==> src/rtl/mca_pkg.sv <==
// shared constants, types and helper functions of the mean and covariance accumulator
package mca_pkg;

    // default sizes
    localparam int MAX_DIM_DEF      = 8;
    localparam int MAX_FRAMES_DEF   = 4096;
    localparam int SAMPLE_WIDTH_DEF = 16;

    // widest sample the queue carries
    localparam int SAMPLE_MAX_W = 24;

    // dimension register
    localparam int              DIMS_W     = 4;
    localparam logic [DIMS_W-1:0] DIMS_RESET = 4'd8;

    // sample queue
    localparam int QUEUE_DEPTH = 4;
    localparam int QP_W        = 2;

    // result status codes
    localparam logic [1:0] STATUS_OK        = 2'd0;
    localparam logic [1:0] STATUS_PARTIAL   = 2'd1;
    localparam logic [1:0] STATUS_NO_FRAMES = 2'd2;
    localparam logic [1:0] STATUS_OVERFLOW  = 2'd3;

    // arithmetic unit operations
    localparam logic OP_MUL = 1'b0;
    localparam logic OP_DIV = 1'b1;

    // one queued request
    typedef struct packed {
        logic signed [SAMPLE_MAX_W-1:0] value;
        logic                           last;
    } queue_entry_t;

    // command to the iterative arithmetic unit
    typedef struct packed {
        logic        start;
        logic        op;
        logic [63:0] opa;
        logic [63:0] opb;
    } arith_cmd_t;

    // response of the iterative arithmetic unit
    typedef struct packed {
        logic        done;
        logic [63:0] value;
    } arith_rsp_t;

    // sign extend the low w bits of x to 64 bits
    function automatic logic [63:0] sext64(input logic [63:0] x, input int w);
        logic [63:0] r;
        for (int k = 0; k < 64; k++)
        begin
            r[k] = (k < w) ? x[k] : x[w-1];
        end
        return r;
    endfunction

endpackage

==> src/rtl/mca_front.sv <==
// front end: takes sample requests, sign extends them and queues them for the back end
module mca_front #(
    parameter int SAMPLE_WIDTH = mca_pkg::SAMPLE_WIDTH_DEF
) (
    input  logic                           clk,
    input  logic                           rst_n,
    input  logic                           start,
    output logic                           busy,
    input  logic signed [SAMPLE_WIDTH-1:0] sample,
    input  logic                           last_sample,
    input  logic                           pop,
    output logic                           empty,
    output mca_pkg::queue_entry_t          entry
);

    mca_pkg::queue_entry_t q_mem [mca_pkg::QUEUE_DEPTH];

    logic [mca_pkg::QP_W-1:0] wr_reg, wr_next;
    logic [mca_pkg::QP_W-1:0] rd_reg, rd_next;
    logic [mca_pkg::QP_W:0]   cnt_reg, cnt_next;
    logic                     push;
    logic [63:0]              sample_x;

    assign busy  = (cnt_reg == (mca_pkg::QP_W + 1)'(mca_pkg::QUEUE_DEPTH));
    assign empty = (cnt_reg == '0);
    assign push  = start && !busy;
    assign entry = q_mem[rd_reg];

    // widen the sample to the queue format
    assign sample_x = mca_pkg::sext64(64'(sample), SAMPLE_WIDTH);

    // pointer and fill count update
    always_comb
    begin
        wr_next  = wr_reg;
        rd_next  = rd_reg;
        cnt_next = cnt_reg;
        if (push)
        begin
            wr_next = wr_reg + 1'b1;
        end
        if (pop)
        begin
            rd_next = rd_reg + 1'b1;
        end
        if (push && !pop)
        begin
            cnt_next = cnt_reg + 1'b1;
        end
        else if (pop && !push)
        begin
            cnt_next = cnt_reg - 1'b1;
        end
    end

    always_ff @(posedge clk or negedge rst_n)
    begin
        if (!rst_n)
        begin
            wr_reg  <= '0;
            rd_reg  <= '0;
            cnt_reg <= '0;
        end
        else
        begin
            wr_reg  <= wr_next;
            rd_reg  <= rd_next;
            cnt_reg <= cnt_next;
        end
    end

    // queue storage
    always_ff @(posedge clk)
    begin
        if (push)
        begin
            q_mem[wr_reg].value <= sample_x[mca_pkg::SAMPLE_MAX_W-1:0];
            q_mem[wr_reg].last  <= last_sample;
        end
    end

endmodule

==> config.mk <==
export PLATFORM = sky130hd
export DESIGN_NAME = mca_front
export DESIGN_NICKNAME = d
export VERILOG_FILES = /design/src/rtl/mca_pkg.sv /design/src/rtl/mca_front.sv
export SDC_FILE = /design/constraint.sdc
export NUM_CORES = 1
export LEC_CHECK = 0
export BUFFER_PORTS_ARGS = -buffer_cell sky130_fd_sc_hd__buf_2
export CORE_MARGIN = 2
export CORE_UTILIZATION = 40
export DETAILED_ROUTE_END_ITERATION = 12
export PLACE_DENSITY = 0.69
export SETUP_SLACK_MARGIN = 0.4
export SLEW_MARGIN = 5
export SYNTH_ARGS = -nofsm -noshare
export SYNTH_HDL_FRONTEND = slang
export SYNTH_SLANG_ARGS = --single-unit
export TNS_END_PERCENT = 1
==> constraint.sdc <==
create_clock -name clk -period 2.4 [get_ports clk]
set_input_delay 0.24 -clock clk [delete_from_list [all_inputs] [get_ports clk]]
set_output_delay 0.24 -clock clk [all_outputs]
set_load 0.05 [all_outputs]
### After elaboration in Yosys (flattened, before gate mapping)

Memories as Yosys holds them, arrays and structs flattened.
Index checks and enable logic that the tools add are counted.

| storage, ports and cells | value |
|---|---|
| bits in writable memories | 100 |
| memories kept | 1 |
| logic and storage cells | 21 |
| input bits | 21 |
| bits in latches | 0 |
| register bits after elaboration | 7 |
| ROM bits | 0 |

Memories:

| memory | words | bits a word | read ports | clocked after Yosys merged registers in | wr ports | RTL line | text |
|---|---|---|---|---|---|---|---|
| q_mem | 4 | 25 | 1 | 0 | 1 | mca_front.sv:16 | `mca_pkg::queue_entry_t q_mem [mca_pkg::QUEUE_DEPTH];` |

| operators by class | value |
|---|---|
| shifts and indexed selects | 0 |
| $add $sub $neg | 4 |
| eq/ne operators | 1 |
| $lt $le $gt $ge | 0 |
| multiply operators | 0 |
| reduce and logical (&&, ||, !) cells | 8 |
| bitwise gates (word level) | 0 |
| divide/modulo/power cells | 0 |
| multiplexer cells | 4 |

Operators with widths:

| cell | count |
|---|---|
| 3-bit 2-to-1 mux | 2 |
| 2-bit by 1-bit adder with 2-bit output, second input constant | 2 |
| 3-bit by 1-bit adder with 3-bit output, second input constant | 1 |
| 3-bit == test, second input constant | 1 |
| 1-bit logical AND | 3 |
| 1-bit logical NOT | 3 |
| 3-bit logical NOT | 1 |
| 3-bit by 1-bit subtractor with 3-bit output, second input constant | 1 |
| 1-bit 2-to-1 mux | 2 |
| 2-bit nonzero test | 1 |

### Depth between registers and ports, before layout

| depth | value |
|---|---|
| word-level depth | 7 |
| mapped depth | 9 |
| depth with buffers taken out | 8 |

### Worst setup path before layout

No wires, ideal clock.

| path | value |
|---|---|
| path kind | register -> register |
| start | reg cnt_reg[1] (netlist bit) |
| end | reg cnt_reg[1] (netlist bit) |
| data arrival time | 2124 ps |
| path buffers | 1 |
| stages on the path, launching flop included | 8 |
| path slack | 152 ps |
| required time | 2275 ps |
| library setup time | 125 ps |
| cell sequence | dfrtp_1 nor3b_4 nor2b_1 buf_6 ha_1 inv_1 fa_1 mux2_2 |

RTL lines:

| what | RTL line | text |
|---|---|---|
| start: declaration | mca_front.sv:20 | `logic [mca_pkg::QP_W:0] cnt_reg, cnt_next;` |
| start signal: assignment | mca_front.sv:68 | `cnt_reg <= cnt_next;` |
| 3-bit == test | mca_front.sv:24 | `assign busy = (cnt_reg == (mca_pkg::QP_W + 1)'(mca_pkg::QUEUE_DEPTH));` |
| via busy | mca_front.sv:8 | `output logic busy,` |
| 1-bit logical NOT | mca_front.sv:26 | `assign push = start && !busy;` |
| 1-bit logical AND | mca_front.sv:26 |  |
| via push | mca_front.sv:21 | `logic push;` |
| 1-bit logical AND | mca_front.sv:46 | `if (push && !pop)` |
| 3-bit 2-to-1 mux | mca_front.sv:46 |  |
| via cnt_next, one bit | mca_front.sv:20 |  |

The timed path passes the listed nets, and every way through them passes these cells. The select of a mux whose other input is x is not followed.
A chain may end at the register's enable or synchronous reset.

==> out/metrics.cfg <==
[worst_setup_path]
path_cells = buf_12 > mux4_1 > buf_2
crit_path_max_fanout = 20
crit_path_top_delay_cell = mux4_1
critPathTopFamily = multiplexers
worstPathRequired_ns = 2.16
setup.worst_path.end_class = output pin
slowest_delay_ns = 0.57
worst_ep_arrival_time_ns = 1.73
cp_num_buf_inv = 2
path_class = flip-flop to output pin
start_kind = flip-flop

[route]
drtPass1Iterations = 6
wire_per_inst_um = 15.8
drc = 0
postRouteAntennaNets = 0
routed_via_density = 4.68
routed_wl_um = 4620
initialDrtViolationCount = 62
vias = 1366

[logic_synthesis]
yosys_register_bits = 75
synth-xor-area-share_pct = 1.76
synth_compound_area_share_pct = 0
syn-num-nets = 159
yosys.area_share.simple_pct = 2.10
netlist_instances = 132
yosys_warnings = 0
synth_top_family_by_area = multiplexers
synth_mux_area_share_pct = 14.8
synthesis.area_um2 = 2990
synthAdderAreaFrac_pct = 2.77
ys_seq_area_share_pct = 74.3
synth.distinct_cells = 21
avgSynthCellArea_um2 = 22.6

[sta]
drv_slew = 0
clock_skew_ns = 0.00938
period_needed_ns = 1.97
finalSetupViolations = 0
hold_violations = 0
rsz0062_at_grt = yes
tns_ns = 0
finalWorstSetupSlack_ns = 0.430
slew_headroom_pct = 72.9
worst_pin_slew_ns = 0.407
fmax_ghz = 0.508
period_share_pct = 82.1

[cells_and_area]
area_growth_pct = 20.6
largest_reg_flops = 68
final_cells = 292
num-nets-final = 215
mostFrequentLayoutCells = edfxtp_1, buf_2, mux4_2, mux4_1, clkbuf_8
antenna_cells = 0
drive_above_1_share_pct = 46.1
mostFrequentLayoutCell = edfxtp_1

[clocking]
htree_levels = 3
ctsRootBufferMaster = clkbuf_8
clk_pin_slew_worst_paths_ns = 0.08
clockBufferDepth = 2
clock_latency_ns = 0.34
cts_tree = yes
clkSinkCount = 75
cts_buffers = 9
postCtsSetupBuffers = 0

[die]
coreArea_um2 = 7250
io_pins = 48
start_util_pct = 41.2
rows = 31
dieWidth_um = 90.4
die_area_um2 = 8170
fp.dieH_um = 90.4

[worst_hold_path]
hold_path_class = input pin to flip-flop

[place]
dp.cells = 274
hpwlAfterDp_um = 3090
place_congestion = 0.702
portBuffers = 47
place_ws_ns = 0.397

[status]
outcome = completed

[grt]
grt_max_degree = 20
grt_pass1_wl_um = 7160
grt_overflow = 0
track_usage_pct = 11.8
grt_pass1_vias = 1437
antenna_found_initial = 0

[run]
cap_violations = 0

-- metal layers --
layer  vias up  share of wire (%)  global-route usage [%]
met5         -                  0                       0
met2        36                 50                    19.7
li1        636                  -                       -
met4         0                1.5                    6.92
met1       687                 44                    13.8
met3         7                4.0                    3.26
-- cell usage after synthesis (all sizes together) --
| cell type | number | area, um2 |
|---|---|---|
| and2 | 4 | 25.0 |
| buf | 13 | 113 |
| dfrtp | 7 | 175 |
| edfxtp | 68 | 2040 |
| fa | 1 | 20.0 |
| ha | 5 | 62.6 |
| inv | 4 | 15.0 |
| mux2 | 2 | 26.3 |
| mux4 | 17 | 417 |
| nand2 | 1 | 3.75 |
| nor2 | 1 | 3.75 |
| nor2b | 1 | 6.26 |
| nor3 | 1 | 5.00 |
| nor3b | 1 | 18.8 |
| xnor2 | 3 | 26.3 |
| xor2 | 3 | 26.3 |
-- path summary, 6_finish.rpt --
path / start / slack (ns) / cells after the start / end
max in group asynchronous: rst_n / 1.99 / 2 / rd_reg[1]
hold / removal: pop / 0.11 / 2 / rd_reg[0]
min in group asynchronous: rst_n / 0.25 / 2 / rd_reg[0]
setup reg to reg: cnt_reg[2] / 0.49 / 8 / cnt_reg[2]
hold reg to reg: cnt_reg[2] / 0.51 / 1 / cnt_reg[2]
setup / recovery: rd_reg[0] / 0.43 / 3 / entry[12]
-- what timing repair did --
item | in CTS | in global routing
gates resized for setup | 4 | 3
pin swaps | 0 | 0
hold endpoints to repair | 7 | 0
gates cloned | 0 | 1
endpoints found under the setup margin | 26 | 15
hold buffers | 1 | 0
-- logic make-up after synthesis --
| family | after synthesis |
|---|---|
| XOR/XNOR | 6 |
| multiplexers | 19 |
| buffers and inverters | 17 |
| AND/OR/NAND/NOR | 9 |
| adder cells (fa/ha/maj) | 6 |
| flip-flops | 75 |
-- stage by stage --
step           hold WS, ns  util, %  cell area [um2]
5_1_grt             0.0930     49.6             3600
3_3_place_gp        0.0851     46.1             3340
6_report             0.110     49.6             3600
2_1_floorplan      -0.0556        -             3000
3_5_place_dp        0.0881     46.1             3340
4_1_cts             0.0900     49.3             3570
-- area by class of cell --
class	count	area, um2
multi-input combinational	41	682
sequential	75	2220
inverter	4	15.0
clock buffer	9	124
fill	592	3650
clock inverter	7	83.8
tap	99	124
timing repair buffer	57	353
Power is not shown: default switching activity piles up to over one toggle a cycle in this logic, so the estimate is an artifact.
